**src/hw/rtl/ltwm_pkg.sv**
```systemverilog
`default_nettype none

package ltwm_pkg;

	localparam int TS_W       = 32;
	localparam int TOTAL_W    = 64;
	localparam int DIVIDEND_W = 64;
	localparam int DIVISOR_W  = 32;
	localparam int SCALE_W    = 20;
	localparam int PROD_W     = TS_W + SCALE_W;
	localparam int DIV_CNT_W  = $clog2(DIVIDEND_W + 1);
	localparam int CFG_IDX_W  = 1;

	localparam logic [SCALE_W-1:0] US_PER_SECOND = SCALE_W'(1000000);

	localparam logic [1:0] MODE_BEGIN = 2'd0;
	localparam logic [1:0] MODE_END   = 2'd1;
	localparam logic [1:0] MODE_CLEAR = 2'd2;

	localparam logic [CFG_IDX_W-1:0] CFG_CYCLES_PER_SECOND = 1'b0;
	localparam logic [CFG_IDX_W-1:0] CFG_OVERRUN_LIMIT     = 1'b1;

	typedef enum logic [2:0] {
		ST_IDLE,
		ST_LOAD,
		ST_DIV1,
		ST_MUL,
		ST_DIV2
	} state_t;

	typedef struct packed {
		logic accept;
		logic load;
		logic reload;
		logic write_out;
	} cmd_t;

	typedef struct packed {
		logic report;
		logic div_done;
		logic out_free;
	} sts_t;

endpackage

`default_nettype wire

```
**src/hw/rtl/ltwm_in_if.sv**
```systemverilog
`default_nettype none

interface ltwm_in_if;
	logic        valid;
	logic        ready;
	logic [1:0]  mode;
	logic [31:0] timestamp;

	modport source (output valid, output mode, output timestamp, input ready);
	modport sink (input valid, input mode, input timestamp, output ready);
endinterface

`default_nettype wire

```
**src/hw/rtl/ltwm_out_if.sv**
```systemverilog
`default_nettype none

interface ltwm_out_if;
	logic        valid;
	logic        ready;
	logic [31:0] avg_us;
	logic [31:0] max_us;
	logic [31:0] sample_total;
	logic [31:0] overrun_total;

	modport source (output valid, output avg_us, output max_us, output sample_total,
		output overrun_total, input ready);
	modport sink (input valid, input avg_us, input max_us, input sample_total,
		input overrun_total, output ready);
endinterface

`default_nettype wire

```
**src/hw/rtl/ltwm_div.sv**
```systemverilog
`default_nettype none

module ltwm_div (
	input  wire logic                             clk,
	input  wire logic                             arst_n,
	input  wire logic                             start,
	input  wire logic [ltwm_pkg::DIVIDEND_W-1:0]  dividend,
	input  wire logic [ltwm_pkg::DIVISOR_W-1:0]   divisor,
	output logic                                  busy,
	output logic [ltwm_pkg::DIVIDEND_W-1:0]       quotient
);

	logic                               busy_q;
	logic [ltwm_pkg::DIV_CNT_W-1:0]     cnt_q;
	logic [ltwm_pkg::DIVIDEND_W-1:0]    quo_q;
	logic [ltwm_pkg::DIVISOR_W-1:0]     rem_q;
	logic [ltwm_pkg::DIVISOR_W-1:0]     dvs_q;
	logic [ltwm_pkg::DIVISOR_W:0]       rem_sh;
	logic [ltwm_pkg::DIVISOR_W:0]       rem_diff;
	logic                               ge;

	// One restoring step: shift in the next dividend bit, subtract if it fits.
	always_comb begin
		rem_sh   = {rem_q, quo_q[ltwm_pkg::DIVIDEND_W-1]};
		ge       = rem_sh >= {1'b0, dvs_q};
		rem_diff = rem_sh - {1'b0, dvs_q};
	end

	always_ff @(posedge clk or negedge arst_n) begin
		if (!arst_n) begin
			busy_q <= 1'b0;
			cnt_q  <= '0;
		end else if (start) begin
			busy_q <= 1'b1;
			cnt_q  <= ltwm_pkg::DIV_CNT_W'(ltwm_pkg::DIVIDEND_W);
		end else if (busy_q) begin
			cnt_q <= cnt_q - 1'b1;
			if (cnt_q == ltwm_pkg::DIV_CNT_W'(1)) begin
				busy_q <= 1'b0;
			end
		end
	end

	always_ff @(posedge clk) begin
		if (start) begin
			quo_q <= dividend;
			rem_q <= '0;
			dvs_q <= divisor;
		end else if (busy_q) begin
			quo_q <= {quo_q[ltwm_pkg::DIVIDEND_W-2:0], ge};
			rem_q <= ge ? rem_diff[ltwm_pkg::DIVISOR_W-1:0] : rem_sh[ltwm_pkg::DIVISOR_W-1:0];
		end
	end

	assign busy     = busy_q;
	assign quotient = quo_q;

endmodule

`default_nettype wire

```
**src/hw/rtl/ltwm_dp.sv**
```systemverilog
`default_nettype none

module ltwm_dp (
	input  wire logic                             clk,
	input  wire logic                             arst_n,
	input  wire ltwm_pkg::cmd_t                   cmd,
	output ltwm_pkg::sts_t                        sts,
	input  wire logic [1:0]                       mode,
	input  wire logic [ltwm_pkg::TS_W-1:0]        timestamp,
	input  wire logic                             cfg_we,
	input  wire logic [ltwm_pkg::CFG_IDX_W-1:0]   cfg_index,
	input  wire logic [31:0]                      cfg_data,
	output logic                                  out_valid,
	input  wire logic                             out_ready,
	output logic [31:0]                           avg_us,
	output logic [31:0]                           max_us,
	output logic [31:0]                           sample_total,
	output logic [31:0]                           overrun_total
);

	localparam int PAD_W = ltwm_pkg::DIVIDEND_W - ltwm_pkg::PROD_W;

	logic [31:0]                        cps_q;
	logic [31:0]                        limit_q;
	logic [ltwm_pkg::TS_W-1:0]          start_q;
	logic [ltwm_pkg::TS_W-1:0]          wref_q;
	logic [31:0]                        max_q;
	logic [ltwm_pkg::TOTAL_W-1:0]       total_q;
	logic [31:0]                        count_q;
	logic [31:0]                        over_q;
	logic                               snap_zero_q;
	logic [31:0]                        snap_count_q;
	logic [31:0]                        snap_over_q;
	logic                               out_valid_q;
	logic [31:0]                        avg_q;
	logic [31:0]                        maxo_q;
	logic [31:0]                        samp_q;
	logic [31:0]                        ovr_q;

	logic [ltwm_pkg::TS_W-1:0]          dur;
	logic [ltwm_pkg::TS_W-1:0]          age;
	logic                               enabled;
	logic                               is_report;
	logic [ltwm_pkg::PROD_W-1:0]        prod_a;
	logic [ltwm_pkg::PROD_W-1:0]        prod_b;
	logic [ltwm_pkg::DIVIDEND_W-1:0]    dividend_a;
	logic [ltwm_pkg::DIVISOR_W-1:0]     divisor_a;
	logic                               start_a;
	logic                               busy_a;
	logic                               busy_b;
	logic [ltwm_pkg::DIVIDEND_W-1:0]    quo_a;
	logic [ltwm_pkg::DIVIDEND_W-1:0]    quo_b;

	always_comb begin
		dur       = timestamp - start_q;
		age       = timestamp - wref_q;
		enabled   = cps_q != '0;
		is_report = (mode == ltwm_pkg::MODE_END) && enabled && (age >= cps_q);
	end

	// The first pass divides the total by the sample count; the second pass scales
	// the truncated average to microseconds.
	always_comb begin
		prod_a     = ltwm_pkg::PROD_W'(quo_a[31:0]) * ltwm_pkg::PROD_W'(ltwm_pkg::US_PER_SECOND);
		prod_b     = ltwm_pkg::PROD_W'(max_q) * ltwm_pkg::PROD_W'(ltwm_pkg::US_PER_SECOND);
		start_a    = cmd.load | cmd.reload;
		dividend_a = cmd.load ? total_q : {{PAD_W{1'b0}}, prod_a};
		divisor_a  = cmd.load ? count_q : cps_q;
	end

	ltwm_div u_div_avg (
		.clk      (clk),
		.arst_n   (arst_n),
		.start    (start_a),
		.dividend (dividend_a),
		.divisor  (divisor_a),
		.busy     (busy_a),
		.quotient (quo_a)
	);

	ltwm_div u_div_max (
		.clk      (clk),
		.arst_n   (arst_n),
		.start    (cmd.load),
		.dividend ({{PAD_W{1'b0}}, prod_b}),
		.divisor  (cps_q),
		.busy     (busy_b),
		.quotient (quo_b)
	);

	always_ff @(posedge clk or negedge arst_n) begin
		if (!arst_n) begin
			cps_q   <= '0;
			limit_q <= '0;
		end else if (cfg_we) begin
			case (cfg_index)
				ltwm_pkg::CFG_CYCLES_PER_SECOND: cps_q   <= cfg_data;
				ltwm_pkg::CFG_OVERRUN_LIMIT:     limit_q <= cfg_data;
				default: begin
				end
			endcase
		end
	end

	always_ff @(posedge clk or negedge arst_n) begin
		if (!arst_n) begin
			start_q <= '0;
			wref_q  <= '0;
			max_q   <= '0;
			total_q <= '0;
			count_q <= '0;
			over_q  <= '0;
		end else if (cmd.accept) begin
			case (mode)
				ltwm_pkg::MODE_BEGIN: begin
					start_q <= timestamp;
				end
				ltwm_pkg::MODE_CLEAR: begin
					wref_q  <= timestamp;
					max_q   <= '0;
					total_q <= '0;
					count_q <= '0;
					over_q  <= '0;
				end
				ltwm_pkg::MODE_END: begin
					if (enabled) begin
						total_q <= total_q + ltwm_pkg::TOTAL_W'(dur);
						count_q <= count_q + 1'b1;
						if (dur > max_q) begin
							max_q <= dur;
						end
						if (dur >= limit_q) begin
							over_q <= over_q + 1'b1;
						end
						if (is_report) begin
							wref_q <= timestamp;
						end
					end
				end
				default: begin
				end
			endcase
		end else if (cmd.load) begin
			max_q   <= '0;
			total_q <= '0;
			count_q <= '0;
			over_q  <= '0;
		end
	end

	always_ff @(posedge clk) begin
		if (cmd.load) begin
			snap_zero_q  <= count_q == '0;
			snap_count_q <= count_q;
			snap_over_q  <= over_q;
		end
	end

	always_ff @(posedge clk or negedge arst_n) begin
		if (!arst_n) begin
			out_valid_q <= 1'b0;
		end else if (cmd.write_out) begin
			out_valid_q <= 1'b1;
		end else if (out_ready) begin
			out_valid_q <= 1'b0;
		end
	end

	always_ff @(posedge clk) begin
		if (cmd.write_out) begin
			avg_q  <= snap_zero_q ? '0 : quo_a[31:0];
			maxo_q <= quo_b[31:0];
			samp_q <= snap_count_q;
			ovr_q  <= snap_over_q;
		end
	end

	always_comb begin
		sts.report   = is_report;
		sts.div_done = !busy_a && !busy_b;
		sts.out_free = !out_valid_q || out_ready;
	end

	assign out_valid     = out_valid_q;
	assign avg_us        = avg_q;
	assign max_us        = maxo_q;
	assign sample_total  = samp_q;
	assign overrun_total = ovr_q;

endmodule

`default_nettype wire

```
**src/hw/rtl/ltwm_ctrl.sv**
```systemverilog
`default_nettype none

module ltwm_ctrl (
	input  wire logic             clk,
	input  wire logic             arst_n,
	input  wire logic             in_valid,
	output logic                  in_ready,
	input  wire ltwm_pkg::sts_t   sts,
	output ltwm_pkg::cmd_t        cmd
);

	ltwm_pkg::state_t state_q;
	ltwm_pkg::state_t state_d;

	always_ff @(posedge clk or negedge arst_n) begin
		if (!arst_n) begin
			state_q <= ltwm_pkg::ST_IDLE;
		end else begin
			state_q <= state_d;
		end
	end

	always_comb begin
		state_d       = state_q;
		in_ready      = 1'b0;
		cmd.accept    = 1'b0;
		cmd.load      = 1'b0;
		cmd.reload    = 1'b0;
		cmd.write_out = 1'b0;
		case (state_q)
			ltwm_pkg::ST_IDLE: begin
				in_ready   = 1'b1;
				cmd.accept = in_valid;
				if (in_valid && sts.report) begin
					state_d = ltwm_pkg::ST_LOAD;
				end
			end
			ltwm_pkg::ST_LOAD: begin
				cmd.load = 1'b1;
				state_d  = ltwm_pkg::ST_DIV1;
			end
			ltwm_pkg::ST_DIV1: begin
				if (sts.div_done) begin
					state_d = ltwm_pkg::ST_MUL;
				end
			end
			ltwm_pkg::ST_MUL: begin
				cmd.reload = 1'b1;
				state_d    = ltwm_pkg::ST_DIV2;
			end
			ltwm_pkg::ST_DIV2: begin
				if (sts.div_done && sts.out_free) begin
					cmd.write_out = 1'b1;
					state_d       = ltwm_pkg::ST_IDLE;
				end
			end
			default: begin
				state_d = ltwm_pkg::ST_IDLE;
			end
		endcase
	end

endmodule

`default_nettype wire

```
**src/hw/rtl/loop_time_window_monitor.sv**
```systemverilog
// An event that closes no window is taken while the monitor is idle and the next word may follow at once.
// An event that closes a window yields its report word once two 64-step restoring divisions
// have run back to back, the first in parallel with the maximum's division.
// No event is taken until the report is written to the output register.
// Reset clears the configuration, the window statistics and all handshake state at once.
`default_nettype none

module loop_time_window_monitor (
	input  wire logic                             clk,
	input  wire logic                             arst_n,
	ltwm_in_if.sink                               events,
	ltwm_out_if.source                            reports,
	input  wire logic                             cfg_we,
	input  wire logic [ltwm_pkg::CFG_IDX_W-1:0]   cfg_index,
	input  wire logic [31:0]                      cfg_data
);

	ltwm_pkg::cmd_t cmd;
	ltwm_pkg::sts_t sts;

	ltwm_ctrl u_ctrl (
		.clk      (clk),
		.arst_n   (arst_n),
		.in_valid (events.valid),
		.in_ready (events.ready),
		.sts      (sts),
		.cmd      (cmd)
	);

	ltwm_dp u_dp (
		.clk           (clk),
		.arst_n        (arst_n),
		.cmd           (cmd),
		.sts           (sts),
		.mode          (events.mode),
		.timestamp     (events.timestamp),
		.cfg_we        (cfg_we),
		.cfg_index     (cfg_index),
		.cfg_data      (cfg_data),
		.out_valid     (reports.valid),
		.out_ready     (reports.ready),
		.avg_us        (reports.avg_us),
		.max_us        (reports.max_us),
		.sample_total  (reports.sample_total),
		.overrun_total (reports.overrun_total)
	);

	a_valid_from_write: assert property (@(posedge clk) disable iff (!arst_n)
		$rose(reports.valid) |-> $past(cmd.write_out))
		else $error("Report word appeared without a write from the controller.");

	a_busy_after_load: assert property (@(posedge clk) disable iff (!arst_n)
		cmd.load |=> !events.ready)
		else $error("Event input ready while a report is being computed.");

	a_write_when_done: assert property (@(posedge clk) disable iff (!arst_n)
		cmd.write_out |-> (sts.div_done && sts.out_free))
		else $error("Report written before the dividers finished or into a full slot.");

endmodule

`default_nettype wire

```
**src/flat_wrapper.sv**
```systemverilog
// flat-port wrapper written by rule: the top's interface ports become plain ports
module loop_time_window_monitor_flat 
  (clk, arst_n, cfg_we, cfg_index, cfg_data, events_valid, events_mode, events_timestamp, events_ready, reports_valid, reports_avg_us, reports_max_us, reports_sample_total, reports_overrun_total, reports_ready);
  ltwm_in_if events_i ();
  ltwm_out_if reports_i ();
  input  wire logic clk;
  input  wire logic arst_n;
  input  wire logic cfg_we;
  input  wire logic [ltwm_pkg::CFG_IDX_W-1:0] cfg_index;
  input  wire logic [31:0] cfg_data;
  input wire logic [$bits(events_i.valid)-1:0] events_valid;
  input wire logic [$bits(events_i.mode)-1:0] events_mode;
  input wire logic [$bits(events_i.timestamp)-1:0] events_timestamp;
  output wire logic [$bits(events_i.ready)-1:0] events_ready;
  output wire logic [$bits(reports_i.valid)-1:0] reports_valid;
  output wire logic [$bits(reports_i.avg_us)-1:0] reports_avg_us;
  output wire logic [$bits(reports_i.max_us)-1:0] reports_max_us;
  output wire logic [$bits(reports_i.sample_total)-1:0] reports_sample_total;
  output wire logic [$bits(reports_i.overrun_total)-1:0] reports_overrun_total;
  input wire logic [$bits(reports_i.ready)-1:0] reports_ready;
  assign events_i.valid = events_valid;
  assign events_i.mode = events_mode;
  assign events_i.timestamp = events_timestamp;
  assign events_ready = events_i.ready;
  assign reports_valid = reports_i.valid;
  assign reports_avg_us = reports_i.avg_us;
  assign reports_max_us = reports_i.max_us;
  assign reports_sample_total = reports_i.sample_total;
  assign reports_overrun_total = reports_i.overrun_total;
  assign reports_i.ready = reports_ready;
  loop_time_window_monitor u_core (.clk(clk), .arst_n(arst_n), .events(events_i), .reports(reports_i), .cfg_we(cfg_we), .cfg_index(cfg_index), .cfg_data(cfg_data));
endmodule
```
**config.mk**
```make
export PLATFORM = sky130hd
export DESIGN_NAME = loop_time_window_monitor_flat
export DESIGN_NICKNAME = d
export VERILOG_FILES = /design/src/hw/rtl/ltwm_pkg.sv /design/src/hw/rtl/ltwm_in_if.sv /design/src/hw/rtl/ltwm_out_if.sv /design/src/hw/rtl/ltwm_div.sv /design/src/hw/rtl/ltwm_dp.sv /design/src/hw/rtl/ltwm_ctrl.sv /design/src/hw/rtl/loop_time_window_monitor.sv /design/src/flat_wrapper.sv
export SDC_FILE = /design/constraint.sdc
export NUM_CORES = 2
export LEC_CHECK = 0
export ABC_AREA = 1
export BUFFER_PORTS_ARGS = -buffer_cell sky130_fd_sc_hd__buf_2
export CAP_MARGIN = 40
export CORE_ASPECT_RATIO = 1.1
export CORE_MARGIN = 2
export CORE_UTILIZATION = 60
export CTS_BUF_LIST = sky130_fd_sc_hd__clkbuf_2 sky130_fd_sc_hd__clkbuf_4 sky130_fd_sc_hd__clkbuf_8
export DETAILED_ROUTE_END_ITERATION = 16
export PLACE_DENSITY_LB_ADDON = 0.12
export SLEW_MARGIN = 0
export SYNTH_ARGS = -nofsm -noshare
export SYNTH_HDL_FRONTEND = slang
export SYNTH_SLANG_ARGS = --single-unit
```
**constraint.sdc**
```tcl
create_clock -name clk -period 7.9 [get_ports clk]
set_clock_uncertainty 0.15 [all_clocks]
set_input_delay 1.58 -clock clk [delete_from_list [all_inputs] [get_ports clk]]
set_output_delay 1.58 -clock clk [all_outputs]
set_load 0.01 [all_outputs]
```
== Yosys cells after proc, flatten, opt, wreduce, memory -nomap -nowiden ==
Index checks and enable logic that the tools add are counted.

* Multiply operators: 2
* $add $sub $neg: 9
* Magnitude comparators: 5
* Equal/unequal tests: 17
* Multiplexer cells: 49
* Reduce and logical (&&, ||, !) cells: 26
* Bitwise logic cells: 2

{| class="wikitable"
|+ Operators with widths
! cell !! count
|-
| two-way mux 32 bit || 14
|-
| two-way mux 64 bit || 6
|-
| one-hot mux 32 bit (2 select lines) || 4
|-
| one-hot mux 64 bit (2 select lines) || 1
|-
| subtractor 32 bit || 4
|-
| two-way mux 52 bit || 2
|-
| multiplier 32 x 14 -> 46 bit, second input constant || 2
|-
| greater-or-equal comparator 33 x 32 -> 1 bit || 2
|-
| adder 32 x 1 -> 32 bit, second input constant || 2
|-
| adder 64 x 32 -> 64 bit || 1
|-
| greater-or-equal comparator 32 bit || 2
|-
| greater-than comparator 32 bit || 1
|-
| zero test 32 bit || 1
|-
| nonzero test 32 bit || 1
|-
| two-way mux 7 bit || 4
|-
| one-hot mux 3 bit (5 select lines) || 1
|-
| == test 7 x 1 -> 1 bit, second input constant || 2
|-
| two-way mux 1 bit || 14
|-
| subtractor 7 x 1 -> 7 bit, second input constant || 2
|-
| inequality test 3 bit, second input constant || 4
|-
| AND reduction 4 bit || 3
|-
| inequality test 2 bit, second input constant || 5
|-
| nonzero test 2 bit || 5
|-
| two-way mux 3 bit || 3
|-
| other kinds (14) || 24
|}

* Register bits: 757
* Input port bits: 72
* Word-level logic and storage cells: 138

== Logic depth before layout (Yosys ltp) ==
* Depth after elaboration: 6
* Gate-level depth with buffers: 30

== Hierarchy ==
Synthesis repeated with hierarchy kept, for this count alone.

* Cells, all modules: 7955
* Area total of the unflattened synthesis: 61326.3 um^2

{| class="wikitable"
|+ By module, submodules not included
! module !! instances !! area an instance (um^2) !! cells each
|-
| ltwm_dp || 1 || 44423.9 || 5692
|-
| ltwm_div (u_core.u_dp.u_div_avg) || 1 || 8395.6 || 1111
|-
| ltwm_div (u_core.u_dp.u_div_max) || 1 || 8321.7 || 1127
|-
| ltwm_ctrl || 1 || 185.2 || 25
|}

== Worst setup path before layout ==
OpenSTA, ideal clock, no wires.

* Kind: input to register
* Start point: input reports_ready
* End point: register u_core.u_dp.avg_q[0], in the netlist u_core.u_dp.avg_us[0], enable pin
* Stages: 2
* Library setup time: 617 ps
* Path buffers: 0
* Arrival time: 7070 ps
* Slack: 63 ps
* Cells stage by stage: o21ai_0 nor2_1

{| class="wikitable"
|+ RTL lines
! element !! RTL line !! text
|-
| start, declared || flat_wrapper.sv:20 || <nowiki>input wire logic [$bits(reports_i.ready)-1:0] reports_ready;</nowiki>
|-
| end signal, assigned || ltwm_dp.sv:171 || <nowiki>avg_q <= snap_zero_q ? '0 : quo_a[31:0];</nowiki>
|-
| end, declared || ltwm_dp.sv:35 || <nowiki>logic [31:0] avg_q;</nowiki>
|}

== Worst setup path after layout ==
* Start point: register u_core.u_dp.u_div_avg.quo_q, in the netlist u_core.u_dp.u_div_avg.quotient[2]
* End point: register u_core.u_dp.u_div_avg.quo_q, in the netlist u_core.u_dp.u_div_avg.quotient[48] (data pin)

* Longest elaborated chain between the ends: 3

{| class="wikitable"
|+ RTL lines
! element !! RTL line !! text
|-
| start, declared || ltwm_div.sv:15 || <nowiki>logic [ltwm_pkg::DIVIDEND_W-1:0] quo_q;</nowiki>
|-
| start signal, assigned || ltwm_div.sv:46 || <nowiki>quo_q <= dividend;</nowiki>
|-
| start signal, assigned || ltwm_div.sv:50 || <nowiki>quo_q <= {quo_q[ltwm_pkg::DIVIDEND_W-2:0], ge};</nowiki>
|-
| multiplier 32 x 14 -> 46 bit || ltwm_dp.sv:64 || <nowiki>prod_a = ltwm_pkg::PROD_W'(quo_a[31:0]) * ltwm_pkg::PROD_W'(ltwm_pkg::US_PER_SECOND);</nowiki>
|-
| two-way mux 64 bit || ltwm_dp.sv:67 || <nowiki>dividend_a = cmd.load ? total_q : {{PAD_W{1'b0}}, prod_a};</nowiki>
|-
| two-way mux 64 bit || ltwm_div.sv:45 || <nowiki>if (start) begin</nowiki>
|}

No other way between the ends.
A chain may end at the register's enable or synchronous reset.

==> results_dict.tcl <==
set metrics [dict create \
    status "complete, no violations" \
    clock_sinks 757 \
    cts_tree "built" \
    rows 121 \
    cts_hold_buf 0 \
    cp.required_ns 8.33 \
    tightest_slew_ns 0.971 \
    crit_start "u_core.u_dp.u_div_avg.quotient[2]" \
    fill_cells 8567 \
    wl_per_cell_um 20.5 \
    dpl.hpwl_um 150000 \
    fin_setup_tns_ns 0 \
    ys_types 58 \
    post_drt_via_cell_ratio 5.81 \
    area_delta_synth_final_pct 8.88 \
    multi_input_area_sq_mm 0.0344 \
    regArea_sq_mm 0.0204 \
    coreArea_sq_mm 0.0990 \
    crit_fanout 5 \
    r2r-end "u_core.u_dp.u_div_avg.quotient[48]" \
    grt_setup_unrepaired "no" \
    drv_slew 0 \
    synth_fp_nets 8604 \
    fin_crit_sh 0.760 \
    cts_setup_buffers 0 \
    synth_seq_cells 757 \
    die_y_um 336 \
    cts.path.max_buffers 3 \
    yosysSeqAreaShare 0.340 \
    grt_overflow 0 \
    setup_violations 0 \
    synth-edff-count 367 \
    cts_made_buffers 131 \
    clk_pin_slew_ns 0.07 \
    initial_core_util 0.606 \
    slew_headroom 0.351 \
    startpoint_type "register" \
    clk_latency_ns 0.84 \
    synth_top_area_cell "edfxtp_1" \
    gr-usage-all-layers 0.370 \
    cp-endpoint "u_core.u_dp.u_div_avg.quotient[48]" \
    crit_type "reg -> reg" \
    ys.flop_type "edfxtp_1" \
    cts_root_buffer "clkbuf_8" \
    layout-drive-gt1-share 0.0658 \
    drt_pass1_iterations 6 \
    fmax_ghz 0.167 \
    synthCells 7688 \
    rr_worst_depth 23 \
    maxCapViolCount 0 \
    finalHoldViolations 0 \
    synth_common_cells "2023 x nand2_1, 1208 x inv_1, 605 x nor2_1, 569 x ha_1, 551 x nand3_1" \
    grt_pass1_vias 52100 \
    layout_min_cycle_time_ns 6.00 \
    cts_resized 0 \
    async_flop_share 0.407 \
    grt_start_max_net_pins 140 \
    yosys_warnings 0 \
    drt_iter0_markers 5484 \
    totalWireLength_um 191000 \
    drc 0 \
    vias 54100 \
    rrSetupSlack_ns 1.90 \
    arrival_ns 6.43 \
    die_x_um 305 \
    worstReg2RegStart "u_core.u_dp.u_div_avg.quotient[2]" \
    synth.avg_cell_area_sq_um 7.80 \
    synth_top_area_share 0.184 \
    endpoint_kind "register" \
    synth_area_sq_mm 0.0600 \
    grt_pass1_wl_um 294000 \
    hold_path_class "reg -> reg" \
    yosysMostFrequentCell "nand2_1" \
    globalplace.congestion 1.06 \
    netlist_top_cells_area "edfxtp_1 18%, dfrtp_1 13%, nand2_1 13%, ha_1 12%, fa_1 9.2%" \
    io_pins 202 \
    die-area_sq_mm 0.103 \
    htree_levels 4 \
    grt_antenna_before_repair 6 \
    drtAntennaViolNets 0 \
    nNetsFinal 8834 \
    io_buffers 201 \
]
==> final cells by class <==
| type | instances | share of cell area |
|---|---|---|
| Clock inverter | 50 | 0.00722 |
| Clock buffer | 188 | 0.0357 |
| Sequential cell | 757 | 0.312 |
| Multi-Input combinational cell | 5559 | 0.526 |
| Tap cell | 1291 | 0.0247 |
| Inverter | 1217 | 0.0700 |
| Antenna cell | 1 | 0.0000383 |
| Timing Repair Buffer | 252 | 0.0242 |
==> worst max-delay path, cell delays in order (launching register included) <==
cell      delay (ns)
edfxtp_1        0.51
inv_1           0.24
fa_1            0.58
inv_1           0.06
fa_1            0.51
fa_1            0.59
fa_1            0.44
ha_1            0.29
inv_1           0.05
fa_1            0.51
inv_1           0.05
ha_1            0.35
a21oi_1         0.27
o21ai_0         0.16
inv_1           0.13
nand2_1         0.06
nand2_1         0.05
nand3_1         0.19
nand2_1         0.21
nand2_1         0.07
nand2_1         0.06
nand3_1         0.09
nand2_1         0.10
nand2_1         0.05
==> metrics by stage <==
stage	cells	util	cell area, sq um	hold slack [ns]	setup WS (ns)
3_3_place_gp	9052	0.628	62200	0.252	1.74
5_1_grt	9315	0.660	65300	0.249	1.63
3_5_place_dp	9074	0.631	62500	0.255	1.90
2_1_floorplan	7688	-	60000	0.250	0.0629
4_1_cts	9312	0.660	65300	0.247	1.96
6_report	9315	0.660	65300	0.258	1.90
==> cell families after synthesis <==
family	after synthesis	synth area share
adders and majority gates	844	0.210
DFF	757	0.340
AOI/OAI and AO/OA	1047	0.0937
buffers and inverters	1372	0.0881
muxes	1	0.000188
xor gates and xnor gates	167	0.0244
and+or+nand+nor	3500	0.244
==> cells in the final DEF, fill, tap and decap left out, types with 31 or more instances in the layout <==
master / n
nand2_1: 2021
inv_1: 1207
nor2_1: 601
ha_1: 569
nand3_1: 551
o21ai_0: 457
a21oi_1: 417
edfxtp_1: 367
dfrtp_1: 308
fa_1: 275
buf_2: 202
clkbuf_8: 147
nand4_1: 116
nor3_1: 102
xor2_1: 97
dfxtp_1: 82
xnor2_1: 70
clkbuf_4: 41
buf_4: 36
o22ai_1: 33
nand3b_1: 31
==> routing by layer <==
layer  share of wire  global-route usage  routed length (um)
met1            0.42               0.506               80500
met2            0.45               0.587               86500
met3           0.086              0.0690               16500
met4           0.038               0.141                7220
met5         0.00024                   0                  46
==> worst min-delay path by stage <==
stage,startpoint,end,slack (ns),depth (start not counted)
after floorplan,u_core.u_dp.snap_over_q[0],u_core.u_dp.overrun_total[0],0.25,0
after global placement,u_core.u_dp.snap_count_q[15],u_core.u_dp.sample_total[15],0.25,0
after detailed placement,u_core.u_dp.snap_over_q[31],u_core.u_dp.overrun_total[31],0.25,0
after CTS,u_core.u_dp.snap_count_q[8],u_core.u_dp.sample_total[8],0.25,0
after global routing,u_core.u_dp.snap_count_q[8],u_core.u_dp.sample_total[8],0.25,0
final,u_core.u_dp.snap_count_q[8],u_core.u_dp.sample_total[8],0.26,0
Power is not shown: default switching activity piles up to over one toggle a cycle in this logic, so the estimate is an artifact.
